<file path="src/hdl/row_pattern_matcher_macros.svh">
// assertion helpers for the row pattern matcher
`ifndef ROW_PATTERN_MATCHER_MACROS_SVH
`define ROW_PATTERN_MATCHER_MACROS_SVH

`ifndef ASSERT_OFF
// property must hold at every edge out of reset
`define RPM_ASSERT(lbl, clk_s, rstn_s, prop) \
    lbl: assert property (@(posedge clk_s) disable iff (!rstn_s) prop) \
        else $error("rpm assertion failed");
// condition must never be true out of reset
`define RPM_ASSERT_NEVER(lbl, clk_s, rstn_s, cond) \
    lbl: assert property (@(posedge clk_s) disable iff (!rstn_s) !(cond)) \
        else $error("rpm forbidden condition seen");
`else
`define RPM_ASSERT(lbl, clk_s, rstn_s, prop)
`define RPM_ASSERT_NEVER(lbl, clk_s, rstn_s, cond)
`endif

`endif

</file>
<file path="src/hdl/rpm_pkg.sv">
`timescale 1ns / 1ps
`default_nettype none

package rpm_pkg;

    localparam int MAX_PATTERN_DEF = 8;
    localparam int MAX_COLUMNS_DEF = 16;
    localparam int MAX_ROWS_DEF    = 16;

    localparam int QUEUE_DEPTH = 2;
    localparam int CFG_IDX_W   = 2;

    localparam logic [15:0] COUNT_MAX = 16'hFFFF;

    typedef enum logic [CFG_IDX_W-1:0] {
        CFG_PATTERN_CHARS  = 2'd0,
        CFG_PATTERN_LENGTH = 2'd1,
        CFG_ROW_LENGTH     = 2'd2
    } rpm_cfg_idx_t;

    typedef struct packed {
        logic [63:0] pattern_chars;
        logic [3:0]  pattern_length;
        logic [4:0]  row_length;
    } rpm_cfg_t;

    // one classified character on its way to the back end
    typedef struct packed {
        logic       hit;
        logic [3:0] row;
        logic [3:0] column;
        logic       last;
    } rpm_ev_t;

endpackage

`default_nettype wire

</file>
<file path="src/hdl/rpm_ifs.sv">
`timescale 1ns / 1ps
`default_nettype none

interface rpm_in_if;
    logic       valid;
    logic       ready;
    logic [7:0] ch;
    logic       last_of_text;

    modport source (output valid, output ch, output last_of_text, input ready);
    modport sink (input valid, input ch, input last_of_text, output ready);
endinterface

interface rpm_out_if;
    logic        valid;
    logic        ready;
    logic        match;
    logic [3:0]  match_row;
    logic [3:0]  match_column;
    logic [15:0] match_count;
    logic        none_found;

    modport source (output valid, output match, output match_row, output match_column,
                    output match_count, output none_found, input ready);
    modport sink (input valid, input match, input match_row, input match_column,
                  input match_count, input none_found, output ready);
endinterface

interface rpm_cfg_if;
    import rpm_pkg::*;

    logic                 valid;
    logic                 ready;
    logic [CFG_IDX_W-1:0] index;
    logic [63:0]          data;

    modport source (output valid, output index, output data, input ready);
    modport sink (input valid, input index, input data, output ready);
endinterface

`default_nettype wire

</file>
<file path="src/hdl/rpm_front.sv">
`timescale 1ns / 1ps
`default_nettype none

module rpm_front #(
    parameter int MAX_PATTERN = rpm_pkg::MAX_PATTERN_DEF,
    parameter int MAX_COLUMNS = rpm_pkg::MAX_COLUMNS_DEF,
    parameter int MAX_ROWS    = rpm_pkg::MAX_ROWS_DEF
) (
    input  wire logic             clk,
    input  wire logic             rst_n,
    rpm_in_if.sink                text_in,
    input  wire rpm_pkg::rpm_cfg_t cfg_regs,
    output rpm_pkg::rpm_ev_t      ev,
    output logic                  ev_valid,
    input  wire logic             ev_ready
);
    import rpm_pkg::*;

    localparam int PIdxW = (MAX_PATTERN > 1) ? $clog2(MAX_PATTERN) : 1;
    localparam int ColW  = (MAX_COLUMNS > 1) ? $clog2(MAX_COLUMNS) : 1;
    localparam int PosW  = (ColW + 1 > 4) ? ColW + 1 : 4;
    localparam int LenW  = (ColW + 1 > 5) ? ColW + 1 : 5;
    localparam int RowW  = (MAX_ROWS > 1) ? $clog2(MAX_ROWS) : 1;
    localparam int RowOW = (RowW > 4) ? RowW : 4;

    logic [7:0]      win_reg [MAX_PATTERN];
    logic [7:0]      win_next [MAX_PATTERN];
    logic [ColW-1:0] col_reg, col_next;
    logic [RowW-1:0] row_reg, row_next;

    logic [3:0]       plen;
    logic [LenW-1:0]  rlen;
    logic [PosW-1:0]  pos;
    logic [PosW-1:0]  start;
    logic [PIdxW-1:0] pidx;
    logic [RowOW-1:0] row_ext;
    logic             hit;
    logic             row_end;
    logic             accept;

    assign accept        = text_in.valid && text_in.ready;
    assign text_in.ready = ev_ready;
    assign ev_valid      = text_in.valid;

    always_comb
    begin
        plen = cfg_regs.pattern_length;
        if (plen == 4'd0)
        begin
            plen = 4'd1;
        end
        else if (plen > 4'(MAX_PATTERN))
        begin
            plen = 4'(MAX_PATTERN);
        end

        rlen = LenW'(cfg_regs.row_length);
        if (rlen == '0)
        begin
            rlen = LenW'(1);
        end
        else if (rlen > LenW'(MAX_COLUMNS))
        begin
            rlen = LenW'(MAX_COLUMNS);
        end

        // newest character sits at slot zero
        win_next[0] = text_in.ch;
        for (int k = 1; k < MAX_PATTERN; k++)
        begin
            win_next[k] = win_reg[k-1];
        end

        pos  = PosW'(col_reg) + PosW'(1);
        hit  = (pos >= PosW'(plen));
        pidx = '0;
        for (int i = 0; i < MAX_PATTERN; i++)
        begin
            if (4'(i) < plen)
            begin
                pidx = PIdxW'(plen - 4'(i) - 4'd1);
                if (win_next[pidx] != cfg_regs.pattern_chars[8*i +: 8])
                begin
                    hit = 1'b0;
                end
            end
        end
        start   = pos - PosW'(plen);
        row_ext = RowOW'(row_reg);

        ev.hit    = hit;
        ev.row    = hit ? row_ext[3:0] : 4'd0;
        ev.column = hit ? start[3:0] : 4'd0;
        ev.last   = text_in.last_of_text;

        // row ends once the column reaches the last one of the row
        row_end  = (LenW'(pos) >= rlen);
        col_next = col_reg + ColW'(1);
        row_next = row_reg;
        if (text_in.last_of_text)
        begin
            col_next = '0;
            row_next = '0;
        end
        else if (row_end)
        begin
            col_next = '0;
            row_next = (row_reg == RowW'(MAX_ROWS - 1)) ? '0 : row_reg + RowW'(1);
        end
    end

    always_ff @(posedge clk or negedge rst_n)
    begin
        if (!rst_n)
        begin
            for (int k = 0; k < MAX_PATTERN; k++)
            begin
                win_reg[k] <= '0;
            end
            col_reg <= '0;
            row_reg <= '0;
        end
        else if (accept)
        begin
            for (int k = 0; k < MAX_PATTERN; k++)
            begin
                win_reg[k] <= text_in.last_of_text ? 8'd0 : win_next[k];
            end
            col_reg <= col_next;
            row_reg <= row_next;
        end
    end

endmodule

`default_nettype wire

</file>
<file path="src/hdl/rpm_queue.sv">
`timescale 1ns / 1ps
`default_nettype none

`include "row_pattern_matcher_macros.svh"

module rpm_queue (
    input  wire logic             clk,
    input  wire logic             rst_n,
    input  wire logic             push_valid,
    output logic                  push_ready,
    input  wire rpm_pkg::rpm_ev_t push_data,
    output logic                  pop_valid,
    input  wire logic             pop_ready,
    output rpm_pkg::rpm_ev_t      pop_data
);
    import rpm_pkg::*;

    localparam int PtrW = (QUEUE_DEPTH > 1) ? $clog2(QUEUE_DEPTH) : 1;

    rpm_ev_t       mem [QUEUE_DEPTH];
    logic [PtrW-1:0] wr_ptr_reg, rd_ptr_reg;
    logic [PtrW:0]   level_reg, level_next;
    logic            push, pop;

    assign push_ready = (level_reg != (PtrW+1)'(QUEUE_DEPTH));
    assign pop_valid  = (level_reg != '0);
    assign push       = push_valid && push_ready;
    assign pop        = pop_valid && pop_ready;
    assign pop_data   = mem[rd_ptr_reg];

    always_comb
    begin
        level_next = level_reg;
        if (push && !pop)
        begin
            level_next = level_reg + (PtrW+1)'(1);
        end
        else if (pop && !push)
        begin
            level_next = level_reg - (PtrW+1)'(1);
        end
    end

    always_ff @(posedge clk)
    begin
        if (push)
        begin
            mem[wr_ptr_reg] <= push_data;
        end
    end

    always_ff @(posedge clk or negedge rst_n)
    begin
        if (!rst_n)
        begin
            wr_ptr_reg <= '0;
            rd_ptr_reg <= '0;
            level_reg  <= '0;
        end
        else
        begin
            if (push)
            begin
                wr_ptr_reg <= (wr_ptr_reg == PtrW'(QUEUE_DEPTH - 1)) ? '0
                                                                      : wr_ptr_reg + PtrW'(1);
            end
            if (pop)
            begin
                rd_ptr_reg <= (rd_ptr_reg == PtrW'(QUEUE_DEPTH - 1)) ? '0
                                                                      : rd_ptr_reg + PtrW'(1);
            end
            level_reg <= level_next;
        end
    end

    `RPM_ASSERT_NEVER(a_level_in_range, clk, rst_n, level_reg > (PtrW+1)'(QUEUE_DEPTH))
    `RPM_ASSERT(a_push_shows_up, clk, rst_n, push && level_reg == '0 |=> pop_valid)

endmodule

`default_nettype wire

</file>
<file path="src/hdl/rpm_back.sv">
`timescale 1ns / 1ps
`default_nettype none

`include "row_pattern_matcher_macros.svh"

module rpm_back (
    input  wire logic             clk,
    input  wire logic             rst_n,
    input  wire logic             ev_valid,
    output logic                  ev_ready,
    input  wire rpm_pkg::rpm_ev_t ev,
    rpm_out_if.source             result_out
);
    import rpm_pkg::*;

    logic        out_valid_reg;
    logic        match_reg;
    logic [3:0]  row_reg;
    logic [3:0]  column_reg;
    logic [15:0] out_count_reg;
    logic        none_reg;
    logic [15:0] count_reg, count_next;
    logic        found_reg, found_next;
    logic        ev_fire;

    assign ev_ready = !out_valid_reg || result_out.ready;
    assign ev_fire  = ev_valid && ev_ready;

    assign result_out.valid        = out_valid_reg;
    assign result_out.match        = match_reg;
    assign result_out.match_row    = row_reg;
    assign result_out.match_column = column_reg;
    assign result_out.match_count  = out_count_reg;
    assign result_out.none_found   = none_reg;

    always_comb
    begin
        count_next = count_reg;
        found_next = found_reg;
        if (ev.hit)
        begin
            found_next = 1'b1;
            if (count_reg != COUNT_MAX)
            begin
                count_next = count_reg + 16'd1;
            end
        end
    end

    always_ff @(posedge clk)
    begin
        if (ev_fire)
        begin
            match_reg     <= ev.hit;
            row_reg       <= ev.row;
            column_reg    <= ev.column;
            out_count_reg <= count_next;
            none_reg      <= ev.last && !found_next;
        end
    end

    always_ff @(posedge clk or negedge rst_n)
    begin
        if (!rst_n)
        begin
            out_valid_reg <= 1'b0;
            count_reg     <= '0;
            found_reg     <= 1'b0;
        end
        else
        begin
            if (ev_fire)
            begin
                out_valid_reg <= 1'b1;
                count_reg     <= ev.last ? 16'd0 : count_next;
                found_reg     <= ev.last ? 1'b0 : found_next;
            end
            else if (result_out.ready)
            begin
                out_valid_reg <= 1'b0;
            end
        end
    end

    `RPM_ASSERT(a_match_counted, clk, rst_n, out_valid_reg && match_reg |-> out_count_reg != 16'd0)
    `RPM_ASSERT(a_none_excl, clk, rst_n, out_valid_reg && none_reg |-> !match_reg && !found_reg)
    `RPM_ASSERT(a_count_grows, clk, rst_n, !(ev_fire && ev.last) |=> count_reg >= $past(count_reg))

endmodule

`default_nettype wire

</file>
<file path="src/hdl/row_pattern_matcher.sv">
// a result is registered first in its queue entry, then in the output reg, before it is offered
// throughput: one character per cycle while results are taken, every character gives one result
// the front keeps the character window and row/column position, the back keeps the match count
// a two-entry queue between them lets a stalled result side hold back the front by itself
// reset (async, active low): window, position, count and queue cleared, registers to defaults
`timescale 1ns / 1ps
`default_nettype none

module row_pattern_matcher #(
    parameter int MAX_PATTERN = rpm_pkg::MAX_PATTERN_DEF,
    parameter int MAX_COLUMNS = rpm_pkg::MAX_COLUMNS_DEF,
    parameter int MAX_ROWS    = rpm_pkg::MAX_ROWS_DEF
) (
    input  wire logic clk,
    input  wire logic rst_n,
    rpm_cfg_if.sink   cfg,
    rpm_in_if.sink    text_in,
    rpm_out_if.source result_out
);
    import rpm_pkg::*;

    // configuration registers; the user must write them only while no text is in flight (not enforced)
    rpm_cfg_t cfg_reg;

    // front to queue
    rpm_ev_t  fe_ev;
    logic     fe_valid;
    logic     fe_ready;

    // queue to back
    rpm_ev_t  q_ev;
    logic     q_valid;
    logic     q_ready;

    // every config transfer is taken at once
    assign cfg.ready = 1'b1;

    always_ff @(posedge clk or negedge rst_n)
    begin
        if (!rst_n)
        begin
            cfg_reg.pattern_chars  <= 64'd0;
            cfg_reg.pattern_length <= 4'd1;
            cfg_reg.row_length     <= 5'd16;
        end
        else if (cfg.valid)
        begin
            case (cfg.index)
                CFG_PATTERN_CHARS:  cfg_reg.pattern_chars  <= cfg.data;
                CFG_PATTERN_LENGTH: cfg_reg.pattern_length <= cfg.data[3:0];
                CFG_ROW_LENGTH:     cfg_reg.row_length     <= cfg.data[4:0];
                // writes beyond the register list are dropped
                default:            cfg_reg <= cfg_reg;
            endcase
        end
    end

    // front: shift in the character, compare against the pattern, track row and column
    rpm_front #(
        .MAX_PATTERN (MAX_PATTERN),
        .MAX_COLUMNS (MAX_COLUMNS),
        .MAX_ROWS    (MAX_ROWS)
    ) u_front (
        .clk      (clk),
        .rst_n    (rst_n),
        .text_in  (text_in),
        .cfg_regs (cfg_reg),
        .ev       (fe_ev),
        .ev_valid (fe_valid),
        .ev_ready (fe_ready)
    );

    // short queue decouples the classify side from the result side
    rpm_queue u_queue (
        .clk        (clk),
        .rst_n      (rst_n),
        .push_valid (fe_valid),
        .push_ready (fe_ready),
        .push_data  (fe_ev),
        .pop_valid  (q_valid),
        .pop_ready  (q_ready),
        .pop_data   (q_ev)
    );

    // back: saturating count, found flag and the registered result
    rpm_back u_back (
        .clk        (clk),
        .rst_n      (rst_n),
        .ev_valid   (q_valid),
        .ev_ready   (q_ready),
        .ev         (q_ev),
        .result_out (result_out)
    );

endmodule

`default_nettype wire

</file>
<file path="src/flat_wrapper.sv">
// flat-port wrapper written by rule: the top's interface ports become plain ports
module row_pattern_matcher_flat import rpm_pkg::*;
#(
    parameter int MAX_PATTERN = rpm_pkg::MAX_PATTERN_DEF,
    parameter int MAX_COLUMNS = rpm_pkg::MAX_COLUMNS_DEF,
    parameter int MAX_ROWS    = rpm_pkg::MAX_ROWS_DEF
)
  (clk, rst_n, cfg_valid, cfg_index, cfg_data, cfg_ready, text_in_valid, text_in_ch, text_in_last_of_text, text_in_ready, result_out_valid, result_out_match, result_out_match_row, result_out_match_column, result_out_match_count, result_out_none_found, result_out_ready);
  rpm_cfg_if cfg_i ();
  rpm_in_if text_in_i ();
  rpm_out_if result_out_i ();
  input  wire logic clk;
  input  wire logic rst_n;
  input wire logic [$bits(cfg_i.valid)-1:0] cfg_valid;
  input wire logic [$bits(cfg_i.index)-1:0] cfg_index;
  input wire logic [$bits(cfg_i.data)-1:0] cfg_data;
  output wire logic [$bits(cfg_i.ready)-1:0] cfg_ready;
  input wire logic [$bits(text_in_i.valid)-1:0] text_in_valid;
  input wire logic [$bits(text_in_i.ch)-1:0] text_in_ch;
  input wire logic [$bits(text_in_i.last_of_text)-1:0] text_in_last_of_text;
  output wire logic [$bits(text_in_i.ready)-1:0] text_in_ready;
  output wire logic [$bits(result_out_i.valid)-1:0] result_out_valid;
  output wire logic [$bits(result_out_i.match)-1:0] result_out_match;
  output wire logic [$bits(result_out_i.match_row)-1:0] result_out_match_row;
  output wire logic [$bits(result_out_i.match_column)-1:0] result_out_match_column;
  output wire logic [$bits(result_out_i.match_count)-1:0] result_out_match_count;
  output wire logic [$bits(result_out_i.none_found)-1:0] result_out_none_found;
  input wire logic [$bits(result_out_i.ready)-1:0] result_out_ready;
  assign cfg_i.valid = cfg_valid;
  assign cfg_i.index = cfg_index;
  assign cfg_i.data = cfg_data;
  assign cfg_ready = cfg_i.ready;
  assign text_in_i.valid = text_in_valid;
  assign text_in_i.ch = text_in_ch;
  assign text_in_i.last_of_text = text_in_last_of_text;
  assign text_in_ready = text_in_i.ready;
  assign result_out_valid = result_out_i.valid;
  assign result_out_match = result_out_i.match;
  assign result_out_match_row = result_out_i.match_row;
  assign result_out_match_column = result_out_i.match_column;
  assign result_out_match_count = result_out_i.match_count;
  assign result_out_none_found = result_out_i.none_found;
  assign result_out_i.ready = result_out_ready;
  row_pattern_matcher #(.MAX_PATTERN(MAX_PATTERN), .MAX_COLUMNS(MAX_COLUMNS), .MAX_ROWS(MAX_ROWS)) u_core (.clk(clk), .rst_n(rst_n), .cfg(cfg_i), .text_in(text_in_i), .result_out(result_out_i));
endmodule
</file>
<file path="config.mk">
export PLATFORM = sky130hd
export DESIGN_NAME = row_pattern_matcher_flat
export DESIGN_NICKNAME = d
export VERILOG_FILES = /design/src/hdl/rpm_pkg.sv /design/src/hdl/rpm_ifs.sv /design/src/hdl/rpm_front.sv /design/src/hdl/rpm_queue.sv /design/src/hdl/rpm_back.sv /design/src/hdl/row_pattern_matcher.sv /design/src/flat_wrapper.sv
export VERILOG_INCLUDE_DIRS = /design/src /design/src/hdl
export SDC_FILE = /design/constraint.sdc
export NUM_CORES = 1
export LEC_CHECK = 0
export ABC_AREA = 1
export BUFFER_PORTS_ARGS = -buffer_cell sky130_fd_sc_hd__buf_4
export CELL_PAD_IN_SITES_DETAIL_PLACEMENT = 0
export CELL_PAD_IN_SITES_GLOBAL_PLACEMENT = 1
export CORE_AREA = 2 2 164 166
export CTS_CLUSTER_DIAMETER = 50
export DETAILED_ROUTE_END_ITERATION = 12
export DIE_AREA = 0 0 166 168
export PLACE_DENSITY = 0.87
export SETUP_SLACK_MARGIN = 0.15
export SLEW_MARGIN = 40
export SYNTH_ARGS = -nofsm -noshare
export SYNTH_HDL_FRONTEND = slang
export SYNTH_SLANG_ARGS = --single-unit
</file>
<file path="constraint.sdc">
create_clock -name clk -period 7.75 [get_ports clk]
set_input_delay 0.3875 -clock clk [delete_from_list [all_inputs] [get_ports clk]]
set_output_delay 0.3875 -clock clk [all_outputs]
set_load 0.005 [all_outputs]
</file>
==> key figures <==
Worst hold path
  • Worst hold path stage count: 2
  • Hold endpoint: u_core.u_back.result_out.valid
  • Launch point of the worst hold path: result_out_ready
  • Path type of the worst min-delay path: in -> reg

Logic synthesis
  • Dominant combinational cell family by area after synthesis: simple AND/OR/NAND/NOR gates
  • Cell types occupying the most area after synthesis: sky130_fd_sc_hd__dfrtp_1 32%, sky130_fd_sc_hd__nand3_1 16%, sky130_fd_sc_hd__nand2_1 14%
  • Post-synthesis register bit count: 205
  • Cell Area, Synth: 12300 µm²
  • Netlist cell types: 42
  • Fraction of registers with async set or reset after synthesis: 0.776
  • Top cell type by total area after synthesis: sky130_fd_sc_hd__dfrtp_1
  • Simple logic cell fraction of the synthesized area: 0.369
  • Compound-cell area share of the yosys netlist: 0.0667
  • Post-synthesis share of cell area spent on xor and xnor gates: 0.0164
  • Post-synthesis share of cell area spent on full adders, half adders and majority gates: 0.0169
  • Mapped Avg Cell Area: 7.29 µm²
  • Net count after synthesis: 1785
  • Synthesis warning total: 0
  • Commonest register cell after synthesis: sky130_fd_sc_hd__dfrtp_1
  • Seq/Total Area, Yosys: 0.435
  • Multiplexer share of the synthesized area: 0.0154
  • Proportion of netlist area held by the largest area contributor: 0.319
  • EDFF count, synth: 46
  • Cell count after synthesis: 1689

STA
  • Final count of hold timing violations: 0
  • Slew margin rel.: 0.478
  • Time the final worst path needs with I/O delays and setup: 4410 ps
  • Pins Over Slew Limit: 0
  • Worst-case clock skew: 7.94 ps
  • Post-route worst setup slack: 3340 ps
  • Fin crit share: 0.569
  • Setup TNS: 0 ps
  • Pin slew with the least headroom to its limit: 783 ps
  • Final hold slack: 16.5 ps
  • Achievable clock frequency: 0.227 GHz
  • Setup violation total in the final timing report: 0
  • Unrepaired setup endpoints after global routing: no

Drt
  • Total number of vias: 11700
  • Drt pass-1 iters: 8
  • DR WL/cell: 17.8 µm
  • Number of DRC markers after the initial detailed-route iteration: 1499
  • Vias per std cell: 5.52
  • Residual antenna-violating net count after detailed routing: 0
  • Detailed Route WL: 37900 µm
  • DRC errors left: 0

Floorplanning
  • Site Rows: 60
  • # IOs: 109
  • Initial Utilization: 0.467
  • Chip width: 166 µm
  • Die height: 168 µm
  • Core box area: 26400 µm²
  • Area enclosed by the die boundary: 27900 µm²

Setup path
  • R2r endpoint: u_core.u_queue.mem[0][6]
  • Slowest cell on the critical path: sky130_fd_sc_hd__inv_2
  • Cell family with most CP delay: simple AND/OR/NAND/NOR gates
  • Most used cell along the critical path: sky130_fd_sc_hd__nand2_1
  • R2R depth: 20
  • Classification of the worst setup path: reg -> reg
  • Crit path launch: u_core.cfg_reg[8]
  • Critical path buffer and inverter count: 4
  • Worst path required time: 8160 ps
  • Worst path max stage delay: 560 ps
  • RR Startpoint: u_core.cfg_reg[8]
  • Data arrival time at the worst-slack endpoint: 4820 ps
  • Flop2flop setup slack: 3340 ps
  • Cells along the critical path: nor2_2 > buf_4 > inv_2 > ha_1 > buf_4 > inv_2 > nand3_1 > nand3_1 > nand2_1 > nand2_1 > nand2_1 > nor2_1 > nand2_1 > nor2_1 > nand2_1 > nor2_1 > nand2_1 > nand2_1 > nand2_4 > nor2_2
  • Critical path capture point type: register
  • Sort of element at the start of the critical path: register
  • Worst-path maximum fanout: 38
  • WP depth: 20

GRT
  • Maximum number of pins on one net before global-route repair: 83
  • Initial antenna violation count: 0
  • Overall Global Routing Usage: 0.269
  • Global-route wire length before repair: 59500 µm
  • Number of global-route vias before repair: 10700
  • Grt total ovfl: 0

Finish
  • Share of layout cells above drive strength 1: 0.124
  • Flip-flop count of the largest register, all copies and words added: 73
  • Final Non-Filler Cells: 2128
  • Most frequent cells in the layout: 473 x sky130_fd_sc_hd__nand2_1, 403 x sky130_fd_sc_hd__nand3_1, 157 x sky130_fd_sc_hd__dfrtp_1
  • Multi-input gate area in the final layout: 6000 µm²
  • Count of fill cells added during filler insertion: 2565
  • Area growth from synthesis to final layout: 16.2%
  • Nets: 1860
  • Number of antenna repair diodes: 0
  • Sequential Area: 5360 µm²
  • Commonest non-fill, non-tap cell in the layout: sky130_fd_sc_hd__nand2_1

Placed design
  • Buffers added on ports: 107
  • Post-Place Setup Slack: 3520 ps
  • DP HPWL: 27700 µm
  • Routability congestion estimate from global placement: 0.935
  • DP Cell Count: 2072

Clock tree
  • Cell chosen for the clock root: sky130_fd_sc_hd__clkbuf_16
  • Number of H-tree levels: 1
  • Cts repair resizes: 0
  • Clock-pin slew on the worst setup and hold paths: 60 ps
  • Clk Latency, worst-skew pair: 560 ps
  • Num CTS Buffers: 29
  • TritonCTS Sinks: 205
  • Max Buffers Root-to-Sink: 3
  • CTS tree: built

Run status
  • Status: completed

Power
  • Peak supply drop: 0.000300 V
  • Leak pwr: 7.05 nW
  • PD cells: 332 nW/µm²

Job
  • Number of maximum-capacitance constraint violations: 0
-- how the worst max path moves through the flow --
stage	endpoint	slack [ps]
global placement	u_core.u_queue.mem[0][5]	3600
CTS	u_core.u_queue.mem[0][6]	3510
floorplan	u_core.u_queue.mem[0][1]	4650
global route	u_core.u_queue.mem[1][8]	3070
finish	u_core.u_queue.mem[0][6]	3340
detailed placement	u_core.u_queue.mem[0][6]	3520
-- repair_timing --
action	CTS	global route
hold endpoints to repair	80	0
endpoints found under the setup margin	0	0
buffers inserted	0	0
hold buffers	1	0
-- cells in the mapped netlist (10+ instances only) --
cell type,n
sky130_fd_sc_hd__nand3_1,403
sky130_fd_sc_hd__mux2_2,16
sky130_fd_sc_hd__a21oi_1,51
sky130_fd_sc_hd__edfxtp_1,46
sky130_fd_sc_hd__nand4_1,11
sky130_fd_sc_hd__nand2_1,475
sky130_fd_sc_hd__o21ai_0,89
sky130_fd_sc_hd__nor3_1,10
sky130_fd_sc_hd__clkbuf_1,34
sky130_fd_sc_hd__buf_1,11
sky130_fd_sc_hd__nand3b_1,16
sky130_fd_sc_hd__dfrtp_1,157
sky130_fd_sc_hd__ha_1,15
sky130_fd_sc_hd__xor2_1,21
sky130_fd_sc_hd__nor2_1,94
sky130_fd_sc_hd__buf_2,19
sky130_fd_sc_hd__nor2_2,12
sky130_fd_sc_hd__inv_1,152
-- area by class of cell --
cell class	instances	area share
clock buffer	35	0.0530
clock inverter	19	0.0148
inverter	162	0.0427
multi-input combinational	1245	0.419
sequential	205	0.375
tap	341	0.0298
timing repair buffer	121	0.0661
-- power by group --
group	internal, mW	switching (mW)	total [mW]
logic	0.632	1.26	1.90
clock network	0.782	0.537	1.32
registers	1.37	0.163	1.53
-- kinds of logic after synthesis --
logic type	Yosys count
simple gates	1031
buf+inv	239
flops	205
compound gates	157
xor+xnor	23
mux	17
fa+ha+maj	16
other cells	1
-- per-stage QoR --
stage | utilization | area, µm² | power [mW]
2_1_floorplan | - | 12300 | 2.82
3_3_place_gp | 0.504 | 13300 | 3.39
3_5_place_dp | 0.505 | 13300 | 3.42
4_1_cts | 0.542 | 14300 | 4.75
5_1_grt | 0.543 | 14300 | 5.06
6_report | 0.543 | 14300 | 4.75
-- metal layers --
layer  up-vias  global-route usage  share of wire
li1       5744                   -              -
met4         0               0.120          0.052
met2       472               0.426           0.45
met1      5427               0.374           0.44
met5         -                   0              0
met3       106              0.0306          0.060
Note: power is estimated with default switching activity, not from simulation.
